==> src/rtl/ihex_pkg.sv <==
package ihex_pkg;

   localparam logic [7:0] CHAR_COLON = 8'h3A;
   localparam logic [7:0] CHAR_NINE  = 8'h39;
   localparam logic [7:0] CHAR_ZERO  = 8'h30;
   localparam logic [7:0] CHAR_UPPER_F = 8'h46;
   localparam logic [7:0] CHAR_UPPER_A = 8'h41;
   localparam logic [7:0] CHAR_LOWER_A = 8'h61;
   localparam logic [7:0] CHAR_SPACE = 8'h20;
   localparam logic [7:0] CHAR_TAB   = 8'h09;
   localparam logic [7:0] CHAR_CR    = 8'h0D;

   localparam logic [7:0] REC_DATA     = 8'h00;
   localparam logic [7:0] REC_EOF      = 8'h01;
   localparam logic [7:0] REC_EXT_SEG  = 8'h02;
   localparam logic [7:0] REC_EXT_LIN  = 8'h04;

   typedef enum logic [3:0] {
      PH_COLON  = 4'd0,
      PH_LENGTH = 4'd1,
      PH_OFFSET = 4'd2,
      PH_TYPE   = 4'd3,
      PH_DATA   = 4'd4,
      PH_EXT    = 4'd5,
      PH_CHECK  = 4'd6,
      PH_HALT   = 4'd7
   } phase_type;

   typedef enum logic [1:0] {
      KIND_DATA   = 2'd0,
      KIND_ACCEPT = 2'd1,
      KIND_EOF    = 2'd2,
      KIND_ERROR  = 2'd3
   } kind_type;

   typedef enum logic [2:0] {
      ERR_NONE     = 3'd0,
      ERR_INVALID  = 3'd1,
      ERR_CHECKSUM = 3'd2,
      ERR_TYPE     = 3'd3,
      ERR_EARLY    = 3'd4
   } err_type;

   typedef struct packed {
      kind_type    kind;
      logic [31:0] byte_address;
      logic [7:0]  data_byte;
      err_type     error_code;
      logic [15:0] record_number;
      logic [7:0]  record_type;
      logic [7:0]  computed_sum;
      logic [7:0]  record_sum;
   } rsp_type;

   // no validation: anything past 'F' is taken as a lower-case digit
   function automatic logic [3:0] hex_value(input logic [7:0] c);
      logic [7:0] v;
      if (c <= CHAR_NINE) begin
         v = c - CHAR_ZERO;
      end else if (c <= CHAR_UPPER_F) begin
         v = c - CHAR_UPPER_A + 8'd10;
      end else begin
         v = c - CHAR_LOWER_A + 8'd10;
      end
      return v[3:0];
   endfunction

endpackage

==> src/rtl/ihex_decode.sv <==
module ihex_decode import ihex_pkg::*; (
   input  logic       clock,
   input  logic       reset,
   input  logic       accept,
   input  logic [7:0] character,
   input  logic       end_of_input,
   output logic       result_valid,
   output rsp_type    result
);

   phase_type   phase_ff, phase_in;
   logic [3:0]  high_nibble_ff, high_nibble_in;
   logic        nibble_second_ff, nibble_second_in;
   logic [1:0]  field_byte_count_ff, field_byte_count_in;
   logic [7:0]  record_length_ff, record_length_in;
   logic [7:0]  data_index_ff, data_index_in;
   logic [15:0] offset_address_ff, offset_address_in;
   logic [7:0]  type_byte_ff, type_byte_in;
   logic [7:0]  running_sum_ff, running_sum_in;
   logic [15:0] extension_value_ff, extension_value_in;
   logic [31:0] base_address_ff, base_address_in;
   logic [15:0] records_done_ff, records_done_in;
   logic        stopped_ff, stopped_in;

   always_ff @(posedge clock) begin
      if (reset) begin
         phase_ff            <= PH_COLON;
         high_nibble_ff      <= '0;
         nibble_second_ff    <= 1'b0;
         field_byte_count_ff <= '0;
         record_length_ff    <= '0;
         data_index_ff       <= '0;
         offset_address_ff   <= '0;
         type_byte_ff        <= '0;
         running_sum_ff      <= '0;
         extension_value_ff  <= '0;
         base_address_ff     <= '0;
         records_done_ff     <= '0;
         stopped_ff          <= 1'b0;
      end else if (accept) begin
         phase_ff            <= phase_in;
         high_nibble_ff      <= high_nibble_in;
         nibble_second_ff    <= nibble_second_in;
         field_byte_count_ff <= field_byte_count_in;
         record_length_ff    <= record_length_in;
         data_index_ff       <= data_index_in;
         offset_address_ff   <= offset_address_in;
         type_byte_ff        <= type_byte_in;
         running_sum_ff      <= running_sum_in;
         extension_value_ff  <= extension_value_in;
         base_address_ff     <= base_address_in;
         records_done_ff     <= records_done_in;
         stopped_ff          <= stopped_in;
      end
   end

   always_comb begin
      logic [7:0] b;
      logic [7:0] comp;
      logic [1:0] count_next;
      logic [8:0] index_next;
      logic       space;
      logic       fail;
      err_type    code;

      phase_in            = phase_ff;
      high_nibble_in      = high_nibble_ff;
      nibble_second_in    = nibble_second_ff;
      field_byte_count_in = field_byte_count_ff;
      record_length_in    = record_length_ff;
      data_index_in       = data_index_ff;
      offset_address_in   = offset_address_ff;
      type_byte_in        = type_byte_ff;
      running_sum_in      = running_sum_ff;
      extension_value_in  = extension_value_ff;
      base_address_in     = base_address_ff;
      records_done_in     = records_done_ff;
      stopped_in          = stopped_ff;

      b          = {high_nibble_ff, hex_value(character)};
      comp       = 8'd0 - running_sum_ff;
      count_next = field_byte_count_ff + 2'd1;
      index_next = {1'b0, data_index_ff} + 9'd1;
      space      = (character == CHAR_SPACE) ||
                   ((character >= CHAR_TAB) && (character <= CHAR_CR));
      fail       = 1'b0;
      code       = ERR_NONE;

      result_valid        = 1'b0;
      result              = '0;
      result.kind         = KIND_DATA;
      result.error_code   = ERR_NONE;

      if (stopped_ff) begin
         result_valid = 1'b0;
      end else if (end_of_input) begin
         fail = 1'b1;
         code = ERR_EARLY;
      end else if (phase_ff == PH_COLON) begin
         if (!space) begin
            if (character != CHAR_COLON) begin
               fail = 1'b1;
               code = ERR_INVALID;
            end else begin
               phase_in            = PH_LENGTH;
               high_nibble_in      = '0;
               nibble_second_in    = 1'b0;
               field_byte_count_in = '0;
               record_length_in    = '0;
               data_index_in       = '0;
               offset_address_in   = '0;
               type_byte_in        = '0;
               running_sum_in      = '0;
               extension_value_in  = '0;
            end
         end
      end else if (!nibble_second_ff) begin
         high_nibble_in   = hex_value(character);
         nibble_second_in = 1'b1;
      end else begin
         nibble_second_in = 1'b0;
         if (phase_ff != PH_CHECK) begin
            running_sum_in = running_sum_ff + b;
         end
         unique case (phase_ff)
            PH_LENGTH: begin
               record_length_in    = b;
               field_byte_count_in = '0;
               phase_in            = PH_OFFSET;
            end
            PH_OFFSET: begin
               offset_address_in   = {offset_address_ff[7:0], b};
               field_byte_count_in = count_next;
               if (count_next >= 2'd2) begin
                  phase_in = PH_TYPE;
               end
            end
            PH_TYPE: begin
               type_byte_in = b;
               if (b == REC_DATA) begin
                  data_index_in = '0;
                  phase_in = (record_length_ff == 8'd0) ? PH_CHECK : PH_DATA;
               end else if (b == REC_EOF) begin
                  stopped_in   = 1'b1;
                  phase_in     = PH_HALT;
                  result_valid = 1'b1;
                  result.kind  = KIND_EOF;
               end else if (b == REC_EXT_SEG || b == REC_EXT_LIN) begin
                  if (record_length_ff != 8'd2) begin
                     fail = 1'b1;
                     code = ERR_INVALID;
                  end else begin
                     field_byte_count_in = '0;
                     extension_value_in  = '0;
                     phase_in            = PH_EXT;
                  end
               end else begin
                  fail = 1'b1;
                  code = ERR_TYPE;
               end
            end
            PH_DATA: begin
               data_index_in = index_next[7:0];
               if (index_next >= {1'b0, record_length_ff}) begin
                  phase_in = PH_CHECK;
               end
               result_valid        = 1'b1;
               result.kind         = KIND_DATA;
               result.byte_address = base_address_ff + {16'd0, offset_address_ff}
                                     + {24'd0, data_index_ff};
               result.data_byte    = b;
            end
            PH_EXT: begin
               extension_value_in  = {extension_value_ff[7:0], b};
               field_byte_count_in = count_next;
               if (count_next >= 2'd2) begin
                  phase_in = PH_CHECK;
               end
            end
            PH_CHECK: begin
               result.computed_sum = comp;
               result.record_sum   = b;
               if (b != comp) begin
                  fail = 1'b1;
                  code = ERR_CHECKSUM;
               end else begin
                  if (type_byte_ff == REC_EXT_SEG) begin
                     base_address_in = {12'd0, extension_value_ff, 4'd0};
                  end else if (type_byte_ff == REC_EXT_LIN) begin
                     base_address_in = {extension_value_ff, 16'd0};
                  end
                  if (records_done_ff != 16'hFFFF) begin
                     records_done_in = records_done_ff + 16'd1;
                  end
                  phase_in     = PH_COLON;
                  result_valid = 1'b1;
                  result.kind  = KIND_ACCEPT;
               end
            end
            default: begin
               stopped_in = 1'b1;
               phase_in   = PH_HALT;
            end
         endcase
      end

      if (fail) begin
         stopped_in        = 1'b1;
         phase_in          = PH_HALT;
         result_valid      = 1'b1;
         result.kind       = KIND_ERROR;
         result.error_code = code;
      end

      result.record_number = records_done_in;
      result.record_type   = type_byte_in;
   end

endmodule

==> src/rtl/ihex_skid.sv <==
module ihex_skid import ihex_pkg::*; (
   input  logic    clock,
   input  logic    reset,
   input  logic    in_valid,
   input  rsp_type in_data,
   output logic    in_ready,
   output logic    out_valid,
   output rsp_type out_data,
   input  logic    out_ready
);

   logic    out_valid_ff, out_valid_in;
   logic    skid_valid_ff, skid_valid_in;
   rsp_type out_ff, out_in;
   rsp_type skid_ff, skid_in;

   always_comb begin
      out_valid_in  = out_valid_ff;
      skid_valid_in = skid_valid_ff;
      out_in        = out_ff;
      skid_in       = skid_ff;
      if (!out_valid_ff || out_ready) begin
         // drain the skid word first so order is kept
         if (skid_valid_ff) begin
            out_in        = skid_ff;
            out_valid_in  = 1'b1;
            skid_valid_in = in_valid;
            skid_in       = in_data;
         end else begin
            out_valid_in = in_valid;
            out_in       = in_data;
         end
      end else if (in_valid) begin
         skid_valid_in = 1'b1;
         skid_in       = in_data;
      end
   end

   always_ff @(posedge clock) begin
      if (reset) begin
         out_valid_ff  <= 1'b0;
         skid_valid_ff <= 1'b0;
      end else begin
         out_valid_ff  <= out_valid_in;
         skid_valid_ff <= skid_valid_in;
      end
   end

   always_ff @(posedge clock) begin
      out_ff  <= out_in;
      skid_ff <= skid_in;
   end

   assign in_ready  = !skid_valid_ff;
   assign out_valid = out_valid_ff;
   assign out_data  = out_ff;

endmodule

==> src/rtl/intel_hex_record_decoder.sv <==
// Intel HEX record decoder.
// req channel: one text character per word (req_character), or req_end_of_input
// set to mark the end of the stream. rsp channel: at most one result word per
// character: a tentative data byte with its full address, a record accepted,
// end of file, or an error with its code.
// Each result is registered in the result register, or in the skid word while
// rsp stalls. Throughput: one character per cycle while req_ready is high; each
// character is decoded in a single pass from the decoder state registers.
// Stalls: a two-entry output stage (result register plus skid word) lets the
// block keep taking characters while one result waits; req_ready drops only
// when both entries hold results, and rises again once rsp takes one.
// Reset: clears the decoder to wait for a colon with base address and record
// count at zero, and empties the output stage. After end of file or any error
// the block takes characters but gives no further results until reset.
module intel_hex_record_decoder import ihex_pkg::*; (
   input  logic        clock,
   input  logic        reset,
   input  logic        req_valid,
   output logic        req_ready,
   input  logic [7:0]  req_character,
   input  logic        req_end_of_input,
   output logic        rsp_valid,
   input  logic        rsp_ready,
   output logic [1:0]  rsp_kind,
   output logic [31:0] rsp_byte_address,
   output logic [7:0]  rsp_data_byte,
   output logic [2:0]  rsp_error_code,
   output logic [15:0] rsp_record_number,
   output logic [7:0]  rsp_record_type,
   output logic [7:0]  rsp_computed_sum,
   output logic [7:0]  rsp_record_sum
);

   logic    accept;
   logic    result_valid;
   rsp_type result;
   rsp_type rsp_word;

   assign accept = req_valid && req_ready;

   ihex_decode u_decode (
      .clock        (clock),
      .reset        (reset),
      .accept       (accept),
      .character    (req_character),
      .end_of_input (req_end_of_input),
      .result_valid (result_valid),
      .result       (result)
   );

   ihex_skid u_skid (
      .clock     (clock),
      .reset     (reset),
      .in_valid  (accept && result_valid),
      .in_data   (result),
      .in_ready  (req_ready),
      .out_valid (rsp_valid),
      .out_data  (rsp_word),
      .out_ready (rsp_ready)
   );

   assign rsp_kind          = rsp_word.kind;
   assign rsp_byte_address  = rsp_word.byte_address;
   assign rsp_data_byte     = rsp_word.data_byte;
   assign rsp_error_code    = rsp_word.error_code;
   assign rsp_record_number = rsp_word.record_number;
   assign rsp_record_type   = rsp_word.record_type;
   assign rsp_computed_sum  = rsp_word.computed_sum;
   assign rsp_record_sum    = rsp_word.record_sum;

endmodule

==> config.mk <==
export PLATFORM = sky130hd
export DESIGN_NAME = intel_hex_record_decoder
export DESIGN_NICKNAME = d
export VERILOG_FILES = /design/src/rtl/ihex_pkg.sv /design/src/rtl/ihex_decode.sv /design/src/rtl/ihex_skid.sv /design/src/rtl/intel_hex_record_decoder.sv
export SDC_FILE = /design/constraint.sdc
export NUM_CORES = 1
export LEC_CHECK = 0
export BUFFER_PORTS_ARGS = -buffer_cell sky130_fd_sc_hd__buf_2
export CAP_MARGIN = 30
export CORE_MARGIN = 4
export CORE_UTILIZATION = 63
export CTS_BUF_LIST = sky130_fd_sc_hd__clkbuf_8
export DETAILED_ROUTE_END_ITERATION = 8
export HOLD_SLACK_MARGIN = 0.12
export MAX_ROUTING_LAYER = met4
export PLACE_DENSITY = 0.79
export SLEW_MARGIN = 20
export SYNTH_ARGS = -nofsm -noshare
export SYNTH_HDL_FRONTEND = slang
export SYNTH_SLANG_ARGS = --single-unit
==> constraint.sdc <==
create_clock -name clock -period 16 [get_ports clock]
set_clock_uncertainty 0.2 [all_clocks]
set_input_delay 3.2 -clock clock [delete_from_list [all_inputs] [get_ports clock]]
set_output_delay 3.2 -clock clock [all_outputs]
set_load 0.02 [all_outputs]
After elaboration in Yosys (flattened, before gate mapping)
Index checks and enable logic that the tools add are counted.
- magnitude comparators: 6
- bitwise operators: 4
- equal/unequal tests: 36
- $add $sub $neg: 12
- reductions and logical operators: 34
- mux-type cells: 139
- operators with widths (operator ; count):
    $mux W16 ; 23
    $mux W85 ; 4
    $mux W42 ; 4
    $mux W8 ; 18
    $mux W4 ; 21
    $mux W32 ; 2
    $mux W40 ; 1
    $mux W1 ; 35
    $add A32 B16 Y32 ; 1
    $add A32 B8 Y32 ; 1
    $pmux W16 S2 ; 1
    $mux W3 ; 9
    $mux W2 ; 13
    $pmux W4 S6 ; 1
    $reduce_and A11 Y1 ; 2
    $reduce_and A7 Y1 ; 3
    $add A16 B1 Y16 const B ; 1
    $eq A8 B2 Y1 const B ; 2
    $eq A8 B3 Y1 const B ; 2
    $logic_not A8 Y1 ; 2
    $ne A16 B16 Y1 const B ; 1
    $pmux W8 S2 ; 1
    $reduce_and A8 Y1 ; 2
    $eq A4 B3 Y1 const B ; 3
    47 further kinds ; 78
- bits in registers: 296
- input port bits: 13

Longest topological paths before layout
- depth in word-level cells: 18
- mapped depth: 15
- depth with buffers taken out: 13

By module
A second synthesis with hierarchy kept.
- cells, all modules: 1372
- area, all modules: 14540.2 um^2
- by module, submodules not included (module ; area an instance (um^2) ; sequential area each (um^2) ; cells each ; times used):
    ihex_decode ; 8289.2 ; 2382.3 ; 1093 ; 1
    ihex_skid ; 6238.5 ; 5144.9 ; 277 ; 1
    intel_hex_record_decoder ; 12.5 ; 0.0 ; 2 ; 1

Worst setup path before layout
No wires, ideal clock.
- kind: input to register
- start: input req_character[0]
- end: register u_skid.skid_ff[0] in the netlist's numbering (enable)
- arrival: 11.624 ns
- cell stages on the path: 13
- slack: 3.531 ns
- buffers on the path: 0
- required time: 15.154 ns
- cells stage by stage: inv_1 > ha_1 > o21ba_2 > or4_1 > nand3_1 > inv_1 > ha_1 > o21bai_1 > a2111oi_4 > nand3b_4 > a2111o_1 > nand2_1 > o21ai_0
- word-level cells in the longest chain between the ends: 18
- elaborated cells between the ends (all ways): 44
- RTL lines (item ; line ; text):
    start: declaration ; intel_hex_record_decoder.sv:20 ; input logic [7:0] req_character,
    $sub A4 B1 Y4 ; ihex_pkg.sv:61, ihex_pkg.sv:63 ;
    $add A4 B4 Y4 ; ihex_pkg.sv:61, ihex_pkg.sv:63 ;
    $mux W4 ; ihex_pkg.sv:60 ; end else if (c <= CHAR_UPPER_F) begin
    $mux W4 ; ihex_pkg.sv:58 ; if (c <= CHAR_NINE) begin
    $eq A8 B2 Y1 / $eq A8 B3 Y1 (equally long branches) ; ihex_decode.sv:148 ; end else if (b == REC_EXT_SEG || b == REC_EXT_LIN) begin
    $logic_or A1 B1 Y1 ; ihex_decode.sv:148 ;
    $mux W1 ; ihex_decode.sv:148 ;
    $mux W1 ; ihex_decode.sv:143 ; end else if (b == REC_EOF) begin
    (+2 left out) ; - ;
    $mux W1 ; ihex_decode.sv:117 ; end else if (!nibble_second_ff) begin
    $mux W1 ; ihex_decode.sv:99 ; end else if (phase_ff == PH_COLON) begin
    $mux W1 ; ihex_decode.sv:96 ; end else if (end_of_input) begin
    $mux W1 ; ihex_decode.sv:94 ; if (stopped_ff) begin
    $mux W1 * ; ihex_decode.sv:207 ; if (fail) begin
    $logic_and A1 B1 Y1 * ; intel_hex_record_decoder.sv:54 ; .in_valid (accept && result_valid),
    $reduce_bool A2 Y1 (no source line) * ; - ;
    $reduce_and A2 Y1 (no source line) * ; - ;
    end signal: assignment ; ihex_skid.sv:51 ; skid_ff <= skid_in;
    end: declaration ; ihex_skid.sv:15 ; rsp_type skid_ff, skid_in;
Mark *: on every way between the ends. The rest lies on a longest branch, timed or not.
A chain may end at the register's enable or synchronous reset.

Worst setup path after layout
- start: input req_character[0]
- end: register u_skid.skid_ff[81] in the netlist's numbering (enable)
Same word-level chain as after synthesis.

==> run metrics <==
fin crit period 7380 ps; fin. max-slew vios 0; clk_lat worst skew 560 ps; CORE AREA 22,800 sq um; syn_nets 1,488; Finish-stage setup viols 0; total CTS buffers 47; Min-Delay Path Class register to register; fraction of registers with async set/reset 0%; outcome finished, final reports clean; Hold Vio Cnt, Final 0; most frequent cells in the layout nand2_1 (183), edfxtp_1 (170), nor2_1 (132); Post-synth EDFFs 170; final core utilization 71.1%; Avg Cell Area, Syn 10.3 sq um; synthesized instance count 1,421; largest net degree at the start of global routing 82; Initial DRC Count 853; sequential area share after synthesis 51.4%; Post-CTS Setup Inserts 0; post-route ant nets 0; post-DP HPWL 23.2 mm; DRC 0; clk sinks 291; worst-path cell chain buf_2 -> inv_1 -> ha_1 -> o21ba_2 -> or4_1 -> nand3_1 -> inv_1 -> ha_1 -> o21bai_1 -> a2111oi_4 -> nand3b_4 -> a311o_2 -> a2bb2oi_1 -> o21ai_4 -> buf_4; Power Dens Cells 95.1 nW/um^2; post-synth cell types 79; vias in the first global route 10.6k; Final nets 1,575; num ports 100; required time worst endpoint 15,980 ps; Rel. slew slack 43.8%; FP Rows 55; Cell Area, Synth 14,700 sq um; crit path max fanout 46; TritonCTS clock tree done; Worst Tran Pin Value 840 ps; GR Overflow Total 0; Die Y 161 um; initial antenna violation count 0; overall routed net length 33.8 mm; Worst VDD drop 64.3 uV; global-route wire length before repair 54.9 mm; RD Place Congestion 0.938; die area 25,800 sq um; Port-buffer cells 99; Max Cap Viol 0; Yosys reg bits 291; RSZ-0062 raised after global routing no; Die Wd 161 um; Primary FF master, synth edfxtp_1; Layout fillers 1,657; DRT Pass-1 Iters 5; CP endpoint kind register; proportion of layout cells with a drive suffix above 1 16.3%; leakage power 6.31 nW; Yosys warning count 0; Initial Util 64.3%; TNS Setup 0 ps; hold buffer count at cts 0; Worst EP arrival 7360 ps; diodes inserted 0; Resized Gates After CTS 0; Reg clk slew, reported paths 60 ps; CTS Buffer Depth 3; vias per cell 5.95; via count 11.1k; commonest non-fill, non-tap cell in the layout nand2_1; Peak Freq 136 MHz; CP max-delay cell buf_4; Startpoint Class input port; Setup CP Type input port to register; total track usage 26.6%; htree depth 2; per-cell routed wire length 18.2 um; Final Cycle Share 46.1%; root buffer cell clkbuf_8; Layout area overhead 10.5%; max incr delay on CP 510 ps
## flip-flops by register name, indices dropped and copies added, names as in the netlist
signal	count
u_decode.base_address_ff	28
u_decode.data_index_ff	8
u_decode.extension_value_ff	16
u_decode.field_byte_count_ff	2
u_decode.high_nibble_ff	4
u_decode.nibble_second_ff	1
u_decode.offset_address_ff	16
u_decode.phase_ff	3
u_decode.record_length_ff	8
u_decode.records_done_ff	16
u_decode.running_sum_ff	8
u_decode.stopped_ff	1
u_decode.type_byte_ff	8
u_skid.out_data	85
u_skid.out_valid	1
u_skid.skid_ff	85
u_skid.skid_valid_ff	1
## layout make-up
type | instances | area, sq um | area share (%)
Tap cell | 313 | 392 | 2.42
Multi-Input combinational cell | 1023 | 6630 | 40.9
Clock buffer | 52 | 716 | 4.42
Clock inverter | 35 | 173 | 1.07
Timing Repair Buffer | 116 | 646 | 3.99
Inverter | 29 | 109 | 0.672
Sequential cell | 291 | 7530 | 46.5
## worst max-delay path: cells and delay by family
family / cells / cell delay [ps]
buf+inv: 4 / 950
fa+ha+maj: 2 / 620
simple gates: 3 / 1000
compound gates: 6 / 1540
## through the flow
step | total power [mW] | setup slack [ps] | instances | cell area (sq um) | hold slack (ps)
final | 1.54 | 8620 | 1859 | 16200 | 259
after floorplan | 0.917 | 3530 | 1421 | 14700 | 233
after global routing | 1.60 | 8310 | 1859 | 16200 | 280
after detailed placement | 0.953 | 7900 | 1769 | 15300 | 256
after global placement | 0.952 | 8000 | 1768 | 15300 | 245
after CTS | 1.55 | 8500 | 1856 | 16100 | 264
## cells in the mapped netlist, drive strengths merged (28+ instances only)
library cell | number | area share (%)
nand2 | 183 | 4.7
o31ai | 42 | 2.2
and2 | 29 | 1.2
xnor2 | 41 | 2.5
nand3 | 90 | 3.1
a21oi | 96 | 3.3
edfxtp | 170 | 35
dfxtp | 121 | 17
nor2 | 132 | 3.4
clkbuf | 57 | 1.7
ha | 49 | 4.2
inv | 28 | 0.72
mux2 | 48 | 3.7
## kinds of logic after synthesis
family	count (synthesis)	synth area share, %
muxes	70	5.19
DFF	291	51.4
adders and majority gates	58	5.14
AOI/OAI and AO/OA	257	11.7
and+or+nand+nor	571	19.0
buffers and inverters	107	3.58
xor gates and xnor gates	67	4.10
## path summary, 6_finish.rpt
path | start | to | cells past startpoint | slack (ps)
hold reg to reg | u_decode.base_address_ff[15]$_SDFFE_PP0P_ | u_decode.base_address_ff[15]$_SDFFE_PP0P_ | 2 | 260
setup reg to reg | u_decode.running_sum_ff[0]$_SDFFE_PP0P_ | u_skid.skid_ff[81]$_DFFE_PP_ | 11 | 12020
hold / removal | u_decode.base_address_ff[15]$_SDFFE_PP0P_ | u_decode.base_address_ff[15]$_SDFFE_PP0P_ | 2 | 260
setup / recovery | req_character[0] | u_skid.skid_ff[81]$_DFFE_PP_ | 15 | 8620
## report_power, final
group / internal (mW) / switching (mW)
Sequential: 0.810 / 0.0129
Clock: 0.315 / 0.284
Combinational: 0.0340 / 0.0829
Total: 1.16 / 0.380
## layer usage
| metal | up-vias | wire length [um] | GRT usage (%) | part of all wire, % |
|---|---|---|---|---|
| li1 | 5338 | - | - | - |
| met3 | 86 | 2120 | 4.72 | 6.3 |
| met1 | 5268 | 14900 | 35.4 | 44 |
| met5 | - | 0 | - | 0 |
| met4 | 0 | 1090 | 9.27 | 3.2 |
| met2 | 377 | 15700 | 41.6 | 47 |
Power figures use the tool's default switching activity.
